### src/hdl/via_pkg.sv
// Shared types and constants for the versatile interface adapter.
package via_pkg;

	localparam int InW  = 40;
	localparam int OutW = 40;

	typedef enum logic [1:0] {
		MODE_TICK  = 2'd0,
		MODE_READ  = 2'd1,
		MODE_WRITE = 2'd2,
		MODE_NONE  = 2'd3
	} mode_t;

	localparam logic [3:0] REG_ORB  = 4'h0;
	localparam logic [3:0] REG_ORA  = 4'h1;
	localparam logic [3:0] REG_DDRB = 4'h2;
	localparam logic [3:0] REG_DDRA = 4'h3;
	localparam logic [3:0] REG_T1CL = 4'h4;
	localparam logic [3:0] REG_T1CH = 4'h5;
	localparam logic [3:0] REG_T1LL = 4'h6;
	localparam logic [3:0] REG_T1LH = 4'h7;
	localparam logic [3:0] REG_T2CL = 4'h8;
	localparam logic [3:0] REG_T2CH = 4'h9;
	localparam logic [3:0] REG_SR   = 4'ha;
	localparam logic [3:0] REG_ACR  = 4'hb;
	localparam logic [3:0] REG_PCR  = 4'hc;
	localparam logic [3:0] REG_IFR  = 4'hd;
	localparam logic [3:0] REG_IER  = 4'he;

	localparam logic [7:0] F_CA2 = 8'h01;
	localparam logic [7:0] F_CA1 = 8'h02;
	localparam logic [7:0] F_SR  = 8'h04;
	localparam logic [7:0] F_CB2 = 8'h08;
	localparam logic [7:0] F_CB1 = 8'h10;
	localparam logic [7:0] F_T2  = 8'h20;
	localparam logic [7:0] F_T1  = 8'h40;

	typedef struct packed {
		logic [7:0] read_data;
		logic       irq_out;
		logic [7:0] port_a_drive;
		logic [7:0] port_b_drive;
		logic       pb7_level;
		logic       ca2_level;
		logic       cb1_level;
		logic       cb2_level;
	} via_out_t;

	// Apply an interrupt flag change and refresh the summary bit.
	function automatic logic [7:0] irq_fix(input logic [7:0] f, input logic [6:0] ier);
		logic [7:0] r;
		r = f;
		r[7] = |(ier & f[6:0]);
		return r;
	endfunction

endpackage

### src/hdl/via_core.sv
// Register file, timers, shift register and handshake logic of the adapter.
module via_core (
	input  logic                clk,
	input  logic                arst_n,
	input  logic                step,
	input  logic [1:0]          mode,
	input  logic [3:0]          reg_offset,
	input  logic [7:0]          write_data,
	input  logic [7:0]          port_a_pins,
	input  logic [7:0]          port_b_pins,
	input  logic                cb2_pin,
	output via_pkg::via_out_t   result
);
	import via_pkg::*;

	logic [7:0] ora_q, orb_q, ddra_q, ddrb_q, ila_q, ilb_q, acr_q, pcr_q, ifr_q;
	logic [6:0] ier_q;
	logic [15:0] t1l_q, t2l_q;
	logic [16:0] t1c_q, t2c_q;
	logic t1jl_q, t2jl_q, t1arm_q, t2arm_q;
	logic [7:0] sr_q;
	logic sact_q, sph_q;
	logic [2:0] sbits_q;
	logic [1:0] ca2h_q;
	logic ca2_q, cb1_q, cb2_q, pb6p_q, pb7_q;

	logic [7:0] ora, orb, ddra, ddrb, ila, ilb, acr, pcr, ifr;
	logic [6:0] ier;
	logic [15:0] t1l, t2l;
	logic [16:0] t1c, t2c;
	logic t1jl, t2jl, t1arm, t2arm;
	logic [7:0] sr;
	logic sact, sph;
	logic [2:0] sbits;
	logic [1:0] ca2h;
	logic ca2, cb1, cb2, pb6p, pb7;
	logic [7:0] rd, pbl;
	logic pb6, neg, sin, sout;
	logic [4:0] sm;

	// Compute the next state for one bus cycle.
	always_comb begin
		ora = ora_q; orb = orb_q; ddra = ddra_q; ddrb = ddrb_q;
		ila = ila_q; ilb = ilb_q; acr = acr_q; pcr = pcr_q; ifr = ifr_q;
		ier = ier_q; t1l = t1l_q; t2l = t2l_q; t1c = t1c_q; t2c = t2c_q;
		t1jl = t1jl_q; t2jl = t2jl_q; t1arm = t1arm_q; t2arm = t2arm_q;
		sr = sr_q; sact = sact_q; sph = sph_q; sbits = sbits_q; ca2h = ca2h_q;
		ca2 = ca2_q; cb1 = cb1_q; cb2 = cb2_q; pb6p = pb6p_q; pb7 = pb7_q;
		rd = 8'h00; pb6 = 1'b0; neg = 1'b0; sin = 1'b0; sout = 1'b0; sm = 5'd0;
		pbl = (port_b_pins & ~ddrb_q) | (orb_q & ddrb_q);

		if (!acr[0]) ila = port_a_pins;
		if (!acr[1]) ilb = port_b_pins;

		// Register access.
		if (mode == MODE_READ) begin
			case (reg_offset)
				REG_ORB: begin
					rd = acr[1] ? ilb : pbl;
					if (acr[7]) rd[7] = pb7;
					ifr = irq_fix(ifr & ~(F_CB1 | (((pcr & 8'ha0) == 8'h20) ? 8'h00 : F_CB2)), ier);
				end
				REG_ORA: begin
					rd = acr[0] ? ila : ((port_a_pins & ~ddra) | (ora & ddra));
					ifr = irq_fix(ifr & ~(F_CA1 | (((pcr & 8'h0a) == 8'h02) ? 8'h00 : F_CA2)), ier);
					if ((pcr & 8'h0e) == 8'h08 || (pcr & 8'h0e) == 8'h0a) begin
						ca2 = 1'b0;
						if ((pcr & 8'h0e) == 8'h0a) ca2h = 2'd1;
					end
				end
				REG_DDRB: rd = ddrb;
				REG_DDRA: rd = ddra;
				REG_T1CL: begin ifr = irq_fix(ifr & ~F_T1, ier); rd = t1c[7:0]; end
				REG_T1CH: rd = t1c[15:8];
				REG_T1LL: rd = t1l[7:0];
				REG_T1LH: rd = t1l[15:8];
				REG_T2CL: begin ifr = irq_fix(ifr & ~F_T2, ier); rd = t2c[7:0]; end
				REG_T2CH: rd = t2c[15:8];
				REG_SR: begin
					ifr = irq_fix(ifr & ~F_SR, ier);
					if (acr[4:2] != 3'd0) begin sph = 1'b0; sbits = 3'd0; sact = 1'b1; end
					rd = sr;
				end
				REG_ACR: rd = acr;
				REG_PCR: rd = pcr;
				REG_IFR: rd = ifr;
				REG_IER: rd = {1'b1, ier};
				default: rd = acr[0] ? ila : ((port_a_pins & ~ddra) | (ora & ddra));
			endcase
		end else if (mode == MODE_WRITE) begin
			case (reg_offset)
				REG_ORB: begin
					orb = write_data;
					ifr = irq_fix(ifr & ~(F_CB1 | (((pcr & 8'ha0) == 8'h20) ? 8'h00 : F_CB2)), ier);
					if (pcr[7:6] == 2'b10) cb2 = 1'b0;
				end
				REG_ORA: begin
					ora = write_data;
					ifr = irq_fix(ifr & ~(F_CA1 | (((pcr & 8'h0a) == 8'h02) ? 8'h00 : F_CA2)), ier);
					if ((pcr & 8'h0e) == 8'h08 || (pcr & 8'h0e) == 8'h0a) begin
						ca2 = 1'b0;
						if ((pcr & 8'h0e) == 8'h0a) ca2h = 2'd1;
					end
				end
				REG_DDRB: ddrb = write_data;
				REG_DDRA: ddra = write_data;
				REG_T1CL, REG_T1LL: t1l[7:0] = write_data;
				REG_T1CH: begin
					t1l[15:8] = write_data;
					t1c = {1'b0, t1l};
					t1jl = 1'b1; t1arm = 1'b1; pb7 = 1'b0;
					ifr = irq_fix(ifr & ~F_T1, ier);
				end
				REG_T1LH: begin t1l[15:8] = write_data; ifr = irq_fix(ifr & ~F_T1, ier); end
				REG_T2CL: t2l[7:0] = write_data;
				REG_T2CH: begin
					t2l[15:8] = write_data;
					t2c = {1'b0, t2l};
					t2jl = 1'b1; t2arm = 1'b1;
					ifr = irq_fix(ifr & ~F_T2, ier);
				end
				REG_SR: begin
					ifr = irq_fix(ifr & ~F_SR, ier);
					if (acr[4:2] != 3'd0) begin sph = 1'b0; sbits = 3'd0; sact = 1'b1; end
					sr = write_data;
				end
				REG_ACR: begin
					acr = write_data;
					if (write_data[4:2] == 3'd0) begin
						sact = 1'b0;
						ifr = irq_fix(ifr & ~F_SR, ier);
					end
				end
				REG_PCR: begin
					pcr = write_data;
					if (write_data[3:1] == 3'b110) begin ca2 = 1'b0; ca2h = 2'b11; end
					if (write_data[3:1] == 3'b111) begin ca2 = 1'b1; ca2h = 2'b11; end
				end
				REG_IFR: ifr = irq_fix(ifr & ~{1'b0, write_data[6:0]}, ier);
				REG_IER: begin
					if (write_data[7]) ier = ier | write_data[6:0];
					else ier = ier & ~write_data[6:0];
					ifr = irq_fix(ifr, ier);
				end
				default: ora = write_data;
			endcase
		end

		// Clock tick: CA2 pulse.
		if (!ca2h[1]) begin
			ca2h = ca2h - 2'd1;
			if (ca2h[1]) ca2 = 1'b1;
		end

		// Timer 1.
		if (t1jl) t1jl = 1'b0;
		else if (!t1c[16]) t1c = t1c - 17'd1;
		else begin
			if (t1arm) begin
				ifr = irq_fix(ifr | F_T1, ier);
				case (acr[7:6])
					2'b00: t1arm = 1'b0;
					2'b10: begin t1arm = 1'b0; pb7 = 1'b1; end
					2'b11: pb7 = ~pb7;
					default: ;
				endcase
			end
			t1c = {1'b0, t1l};
		end

		// Timer 2 and its shift clocking.
		pb6 = ((port_b_pins[6] & ~ddrb[6]) | (orb[6] & ddrb[6]));
		neg = pb6p & ~pb6;
		pb6p = pb6;
		sm = acr[4:0] & 5'h1c;
		if (!t2c[16]) begin
			if (t2jl) t2jl = 1'b0;
			else if (!acr[5] || neg) t2c = t2c - 17'd1;
		end else begin
			if (t2arm) begin ifr = irq_fix(ifr | F_T2, ier); t2arm = 1'b0; end
			sin = (sm == 5'h04);
			sout = (sm == 5'h10) || (sm == 5'h14);
			t2c = {1'b0, t2l};
		end
		if (sm == 5'h08) sin = 1'b1;
		if (sm == 5'h18) sout = 1'b1;

		// One shift step: at most one fires per cycle.
		if ((sin || sout) && sact) begin
			if (sph) begin
				cb1 = 1'b1;
				if (sin) sr = {sr[6:0], cb2_pin};
				else begin cb2 = sr[7]; sr = {sr[6:0], sr[7]}; end
				if (sin || sm != 5'h10) begin
					sbits = sbits + 3'd1;
					if (sbits == 3'd0) begin
						ifr = irq_fix(ifr | F_SR, ier);
						sact = 1'b0;
					end
				end
			end else cb1 = 1'b0;
			sph = ~sph;
		end
	end

	// Hold control state.
	always_ff @(posedge clk or negedge arst_n) begin
		if (!arst_n) begin
			ora_q <= '0; orb_q <= '0; ddra_q <= '0; ddrb_q <= '0; ila_q <= '0;
			ilb_q <= '0; acr_q <= '0; pcr_q <= '0; ifr_q <= '0; ier_q <= '0;
			t1l_q <= '0; t2l_q <= '0; t1c_q <= '0; t2c_q <= '0;
			t1jl_q <= 1'b0; t2jl_q <= 1'b0; t1arm_q <= 1'b0; t2arm_q <= 1'b0;
			sr_q <= '0; sact_q <= 1'b0; sph_q <= 1'b0; sbits_q <= '0;
			ca2h_q <= 2'b11; ca2_q <= 1'b0; cb1_q <= 1'b0; cb2_q <= 1'b0;
			pb6p_q <= 1'b0; pb7_q <= 1'b0;
		end else if (step) begin
			ora_q <= ora; orb_q <= orb; ddra_q <= ddra; ddrb_q <= ddrb; ila_q <= ila;
			ilb_q <= ilb; acr_q <= acr; pcr_q <= pcr; ifr_q <= ifr; ier_q <= ier;
			t1l_q <= t1l; t2l_q <= t2l; t1c_q <= t1c; t2c_q <= t2c;
			t1jl_q <= t1jl; t2jl_q <= t2jl; t1arm_q <= t1arm; t2arm_q <= t2arm;
			sr_q <= sr; sact_q <= sact; sph_q <= sph; sbits_q <= sbits;
			ca2h_q <= ca2h; ca2_q <= ca2; cb1_q <= cb1; cb2_q <= cb2;
			pb6p_q <= pb6p; pb7_q <= pb7;
		end
	end

	// Form the result of this cycle.
	always_comb begin
		result.read_data    = rd;
		result.irq_out      = ifr[7];
		result.port_a_drive = ora & ddra;
		result.port_b_drive = orb & ddrb;
		result.pb7_level    = pb7;
		result.ca2_level    = ca2;
		result.cb1_level    = cb1;
		result.cb2_level    = cb2;
	end

endmodule

### src/hdl/versatile_interface_adapter.sv
// Top level of the versatile interface adapter with stream ports.
//
// One transaction on the s_axis side is one bus cycle: a plain tick, a
// register read or a register write, followed by that cycle's clock tick.
// Each accepted transaction yields exactly one m_axis transaction carrying
// read data, the IRQ line and the port and handshake output levels.
// The input is registered in an input stage (_s1); the state update and the
// result are computed from that stage into the output register. Throughput
// is one transaction per cycle while m_axis does not stall.
// The state advances only when the input stage moves into the result
// register, so a stall on m_axis holds all state; s_axis_tready stays high
// while the input stage is empty or moving on.
// Reset clears all state, with the CA2 pulse counter idle, and empties both
// stages.
module versatile_interface_adapter (
	input  logic        clk,
	input  logic        arst_n,
	input  logic        s_axis_tvalid,
	output logic        s_axis_tready,
	// mode[1:0], reg_offset[5:2], write_data[13:6], port_a_pins[21:14],
	// port_b_pins[29:22], cb2_pin[30], zero fill [39:31]
	input  logic [39:0] s_axis_tdata,
	output logic        m_axis_tvalid,
	input  logic        m_axis_tready,
	// read_data[7:0], irq_out[8], port_a_drive[16:9], port_b_drive[24:17],
	// pb7_level[25], ca2_level[26], cb1_level[27], cb2_level[28], zero fill [39:29]
	output logic [39:0] m_axis_tdata
);
	import via_pkg::*;

	logic        vld_s1;
	logic [30:0] dat_s1;
	logic        out_vld_q;
	logic [28:0] out_q;
	logic        step;
	via_out_t    res;

	assign step          = vld_s1 && (!out_vld_q || m_axis_tready);
	assign s_axis_tready = !vld_s1 || step;

	via_core u_core (
		.clk         (clk),
		.arst_n      (arst_n),
		.step        (step),
		.mode        (dat_s1[1:0]),
		.reg_offset  (dat_s1[5:2]),
		.write_data  (dat_s1[13:6]),
		.port_a_pins (dat_s1[21:14]),
		.port_b_pins (dat_s1[29:22]),
		.cb2_pin     (dat_s1[30]),
		.result      (res)
	);

	// Advance the input stage.
	always_ff @(posedge clk or negedge arst_n) begin
		if (!arst_n) begin
			vld_s1 <= 1'b0;
		end else if (s_axis_tready) begin
			vld_s1 <= s_axis_tvalid;
		end
	end

	always_ff @(posedge clk) begin
		if (s_axis_tready && s_axis_tvalid) begin
			dat_s1 <= s_axis_tdata[30:0];
		end
	end

	// Hold the result until taken.
	always_ff @(posedge clk or negedge arst_n) begin
		if (!arst_n) begin
			out_vld_q <= 1'b0;
		end else if (step) begin
			out_vld_q <= 1'b1;
		end else if (m_axis_tready) begin
			out_vld_q <= 1'b0;
		end
	end

	always_ff @(posedge clk) begin
		if (step) begin
			out_q <= {res.cb2_level, res.cb1_level, res.ca2_level, res.pb7_level,
				res.port_b_drive, res.port_a_drive, res.irq_out, res.read_data};
		end
	end

	assign m_axis_tvalid = out_vld_q;
	assign m_axis_tdata  = {11'd0, out_q};

endmodule

### config.mk
export PLATFORM = sky130hd
export DESIGN_NAME = versatile_interface_adapter
export DESIGN_NICKNAME = d
export VERILOG_FILES = /design/src/hdl/via_pkg.sv /design/src/hdl/via_core.sv /design/src/hdl/versatile_interface_adapter.sv
export SDC_FILE = /design/constraint.sdc
export NUM_CORES = 1
export LEC_CHECK = 0
export BUFFER_PORTS_ARGS = -buffer_cell sky130_fd_sc_hd__buf_2
export CORE_ASPECT_RATIO = 2
export CORE_MARGIN = 8
export CORE_UTILIZATION = 40
export CTS_CLUSTER_DIAMETER = 200
export DETAILED_ROUTE_END_ITERATION = 7
export SLEW_MARGIN = 10
export SYNTH_ARGS = -nofsm -noshare
export SYNTH_HDL_FRONTEND = slang
export SYNTH_HIERARCHICAL = 1
export SYNTH_SLANG_ARGS = --single-unit
### constraint.sdc
create_clock -name clk -period 3.3 [get_ports clk]
set_input_delay 0.66 -clock clk [delete_from_list [all_inputs] [get_ports clk]]
set_output_delay 0.66 -clock clk [all_outputs]
set_load 0.005 [all_outputs]
==> impl_metrics.yaml <==
place:
  numPortBuffers: 65
  dp_slack_ns: 0.0440
  dpl.hpwl_um: 41100
  gpl.final_weighted_congestion: 1.03
route:
  num_vias: 12000
  detail_route.wl_per_cell_um: 28.6
  drcViolationCount: 0
  firstDrtPassIters: 5
  antenna_violating_nets_post_route: 0
  route.detailed.vias_per_inst: 6.26
  route.final.wire_length_um: 54600
  detail_route.iter0.violations: 878
grt:
  first_pass_grt_wire_length_um: 80700
  antenna_found_initial: 0
  grt_usage_pct: 27.0
  grt_pass1_vias: 12200
  grt_overflow_total: 0
  grt_start_max_net_pins: 64
job:
  cap_viol_max_count: 0
worst_setup_path:
  worst-endpoint-arrival_ns: 3.47
  critical_path_sink_type: "flop"
  worst-endpoint-required_ns: 3.58
  sort_of_element_at_the_start_of_the_critical_path: "flop"
  critPathMaxFanout: 3
  critical_path_class: "flop to flop"
clock_tree:
  tritoncts_clock_tree: "built"
  holdBufCountCts: 0
  clock_tree.htree_level_count: 1
  clock_latency_ns: 0.54
  clock_sinks: 230
  cts.reportedPaths.clkPinSlew_ns: 0.07
  cts.root.buffer_cell: "sky130_fd_sc_hd__clkbuf_16"
  tritoncts.num_buffers: 23
  max-clock-path-buffers: 3
sta:
  worst_slack_ns: 0.111
  timing.final.crit_share_pct: 96.6
  timing.clock.skew_ns: 0.0219
  post_layout_min_period_ns: 3.19
  unrepaired_setup_endpoints_after_global_routing: "false"
  final-setup-viol-count: 0
  worst_slew_margin_relative_to_its_limit_pct: 48.9
  final.setup.tns_ns: 0
  hold_viol_final: 0
  timing_max_transition_violations_final: 0
  fmax_mhz: 314
  max_slew.worst_pin.slew_ns: 0.759
finish:
  post_route_cells_drive_above_1_share_pct: 23.9
  sequential_cell_area_um2: 6060
  multi_input_comb_area_um2: 6720
  layout.nets: 1512
  antenna_cells: 0
  syn2layout_area_growth_pct: 14.6
  num-fill-cells: 3233
power:
  vdd_ir_drop_max_mv: 0.535
  cellPowerDensity_nw_per_um2: 578
  lkg_pwr_uw: 0.00635
outcome:
  outcome: "finished, final reports clean"
die:
  die_area_um2: 39900
  die_width_um: 145
  io-pin-count: 86
  start_util_pct: 40.6
  floorplan.rows: 94
  floorplan.die.height_um: 275
  core_area_um2: 32900
synth:
  netlist.top_cell.by_area: "sky130_fd_sc_hd__dfrtp_1"
  synth-xor-area-share_pct: 1.18
  synthCells: 1371
  synth_cell_types: 92
  simple_gate_area_share_of_the_yosys_netlist_pct: 16.0
  post_synth_fa_ha_maj_area_fraction_pct: 0.468
  post_synth_instance_area_um2: 13400
  yosysWarnings: 6
  postSynthRegisterBits: 230
  synth_area_leaders: "sky130_fd_sc_hd__dfrtp_1 31%, sky130_fd_sc_hd__edfxtp_1 13%, sky130_fd_sc_hd__mux2_2 9.1%, sky130_fd_sc_hd__mux2i_1 4.0%, sky130_fd_sc_hd__o21ai_0 4.0%"
  synth_async_sr_flop_share_pct: 73.9
  synth_edf_count: 60
  combinational_family_with_the_most_area_after_synthesis: "compound AO/OA/AOI/OAI gates"
  synth_area_per_cell_um2: 9.75
  ys_dominant_reg_cell: "sky130_fd_sc_hd__dfrtp_1"
  synth-compound-area-share_pct: 19.0
  synth_mux_area_share_pct: 13.1
  yosysSeqAreaShare_pct: 45.3
  yosysTopAreaCellShare_pct: 31.5
min_path:
  hold_path_class: "input port to async pin"
## per-layer routing
layer	track usage (%)	up-vias	wire [µm]
li1	-	5277	-
met1	27.0	5920	18700
met2	48.3	527	27800
met3	3.25	230	2550
met4	25.0	0	5520
met5	0	-	0
## state kept, by name (all words and copies together), names as in the netlist, 2 cells and up
signal          flops
out_q              29
u_core/pcr_q        8
u_core/ier_q        7
u_core/t2c_q       17
u_core/ifr_q        8
u_core/t1c_q       17
u_core/ddra_q       8
u_core/ddrb_q       8
u_core/t2l_q       16
u_core/ora_q        8
u_core/t1l_q       16
u_core/sr_q         8
u_core/orb_q        8
u_core/ca2h_q       2
u_core/ila_q        8
u_core/sbits_q      3
u_core/acr_q        8
u_core/ilb_q        8
dat_s1             31
## power breakdown
group / internal [µW] / switching (µW)
combinational: 944 / 1220
sequential: 3420 / 740
clock: 1320 / 1220
total: 5690 / 3170
## per-stage QoR
| step | instance area [µm²] | std cells | hold slack [ns] | total power (µW) | util [%] |
|---|---|---|---|---|---|
| 3_5_place_dp | 14600 | 1869 | 0.468 | 6320 | 44.3 |
| 6_report | 15300 | 1911 | 0.0837 | 8860 | 46.5 |
| 5_1_grt | 15300 | 1911 | 0.135 | 9230 | 46.5 |
| 4_1_cts | 15300 | 1910 | 0.131 | 8870 | 46.4 |
| 2_1_floorplan | 13400 | 1381 | 0.364 | 5290 | - |
| 3_3_place_gp | 14600 | 1869 | 0.457 | 6280 | 44.3 |
## cell type report
cell class	count	share of cell area, %
clock buffers	26	3.90
repair buffers	174	7.94
clock inverters	15	0.637
well taps	432	3.53
inverters	25	0.612
multi-input cells	1009	43.8
flip-flops and latches	230	39.5
## timing repair
item                                    4_1_cts  5_1_grt
gates resized for setup                       0        4
endpoints found under the setup margin        0        4
buffers inserted                              0        1
## final timing paths
check | start | end | slack (ns) | cells past startpoint
setup / recovery | dat_s1[0]$_DFFE_PP_ | out_q[8]$_DFFE_PP_ | 0.11 | 12
hold / removal | arst_n | u_core/orb_q[0]$_DFFE_PN0P_ | 0.08 | 1
setup reg to reg | dat_s1[0]$_DFFE_PP_ | out_q[8]$_DFFE_PP_ | 0.11 | 12
hold reg to reg | u_core/t2l_q[14]$_DFFE_PN0P_ | u_core/t2l_q[14]$_DFFE_PN0P_ | 0.48 | 2
max in group asynchronous | arst_n | u_core/ca2h_q[1]$_DFFE_PN1P_ | 2.36 | 2
min in group clk | s_axis_tdata[28] | dat_s1[28]$_DFFE_PP_ | 0.29 | 1
## cell usage in the layout, fill, tap and decap left out, drive strengths merged, types with 11 or more instances in the layout
| cell type | n |
|---|---|
| inv | 27 |
| a31oi | 22 |
| a221oi | 16 |
| mux2i | 54 |
| o22ai | 23 |
| nor2 | 118 |
| buf | 174 |
| nand3 | 47 |
| clkbuf | 26 |
| a211oi | 18 |
| conb | 11 |
| nor2b | 13 |
| o21ai | 112 |
| edfxtp | 60 |
| nand2b | 19 |
| nand2 | 134 |
| nor3 | 15 |
| a21oi | 74 |
| a22oi | 13 |
| nor4 | 12 |
| o31ai | 11 |
| mux2 | 108 |
| dfrtp | 168 |
| clkinv | 11 |
## synth_stat cells, types with 11 or more instances
library cell	number
sky130_fd_sc_hd__a21oi_1	72
sky130_fd_sc_hd__clkbuf_1	67
sky130_fd_sc_hd__mux2i_1	54
sky130_fd_sc_hd__buf_2	16
sky130_fd_sc_hd__nand2_1	134
sky130_fd_sc_hd__nor3_1	14
sky130_fd_sc_hd__o21ai_0	106
sky130_fd_sc_hd__a22oi_1	13
sky130_fd_sc_hd__nand3_1	47
sky130_fd_sc_hd__mux2_2	108
sky130_fd_sc_hd__nand2b_1	19
sky130_fd_sc_hd__dfrtp_1	168
sky130_fd_sc_hd__a31oi_1	22
sky130_fd_sc_hd__a221oi_1	16
sky130_fd_sc_hd__o22ai_1	23
sky130_fd_sc_hd__buf_4	21
sky130_fd_sc_hd__edfxtp_1	60
sky130_fd_sc_hd__buf_1	11
sky130_fd_sc_hd__nor2b_1	13
sky130_fd_sc_hd__inv_1	24
sky130_fd_sc_hd__a211oi_1	18
sky130_fd_sc_hd__nor2_1	117
## worst max-delay path, stage by stage, from the launching register on
cell and delay, ns:
sky130_fd_sc_hd__edfxtp_1 0.41, sky130_fd_sc_hd__nand2b_1 0.22, sky130_fd_sc_hd__a2111oi_4 0.38, sky130_fd_sc_hd__buf_4 0.19
sky130_fd_sc_hd__nor2b_1 0.05, sky130_fd_sc_hd__ha_1 0.20, sky130_fd_sc_hd__ha_1 0.18, sky130_fd_sc_hd__and2_1 0.16
sky130_fd_sc_hd__or3b_2 0.20, sky130_fd_sc_hd__o21ai_0 0.12, sky130_fd_sc_hd__or4_1 0.52, sky130_fd_sc_hd__a211oi_2 0.24
sky130_fd_sc_hd__nor2_1 0.07
## cell families after synthesis
kind of cell	after synthesis
buffers and inverters	142
multiplexers	162
AO/OA/AOI/OAI	382
other	1
adder cells (fa/ha/maj)	5
AND/OR/NAND/NOR	431
flip-flops	230
XOR/XNOR	18
(Power assumes the default switching activity.)
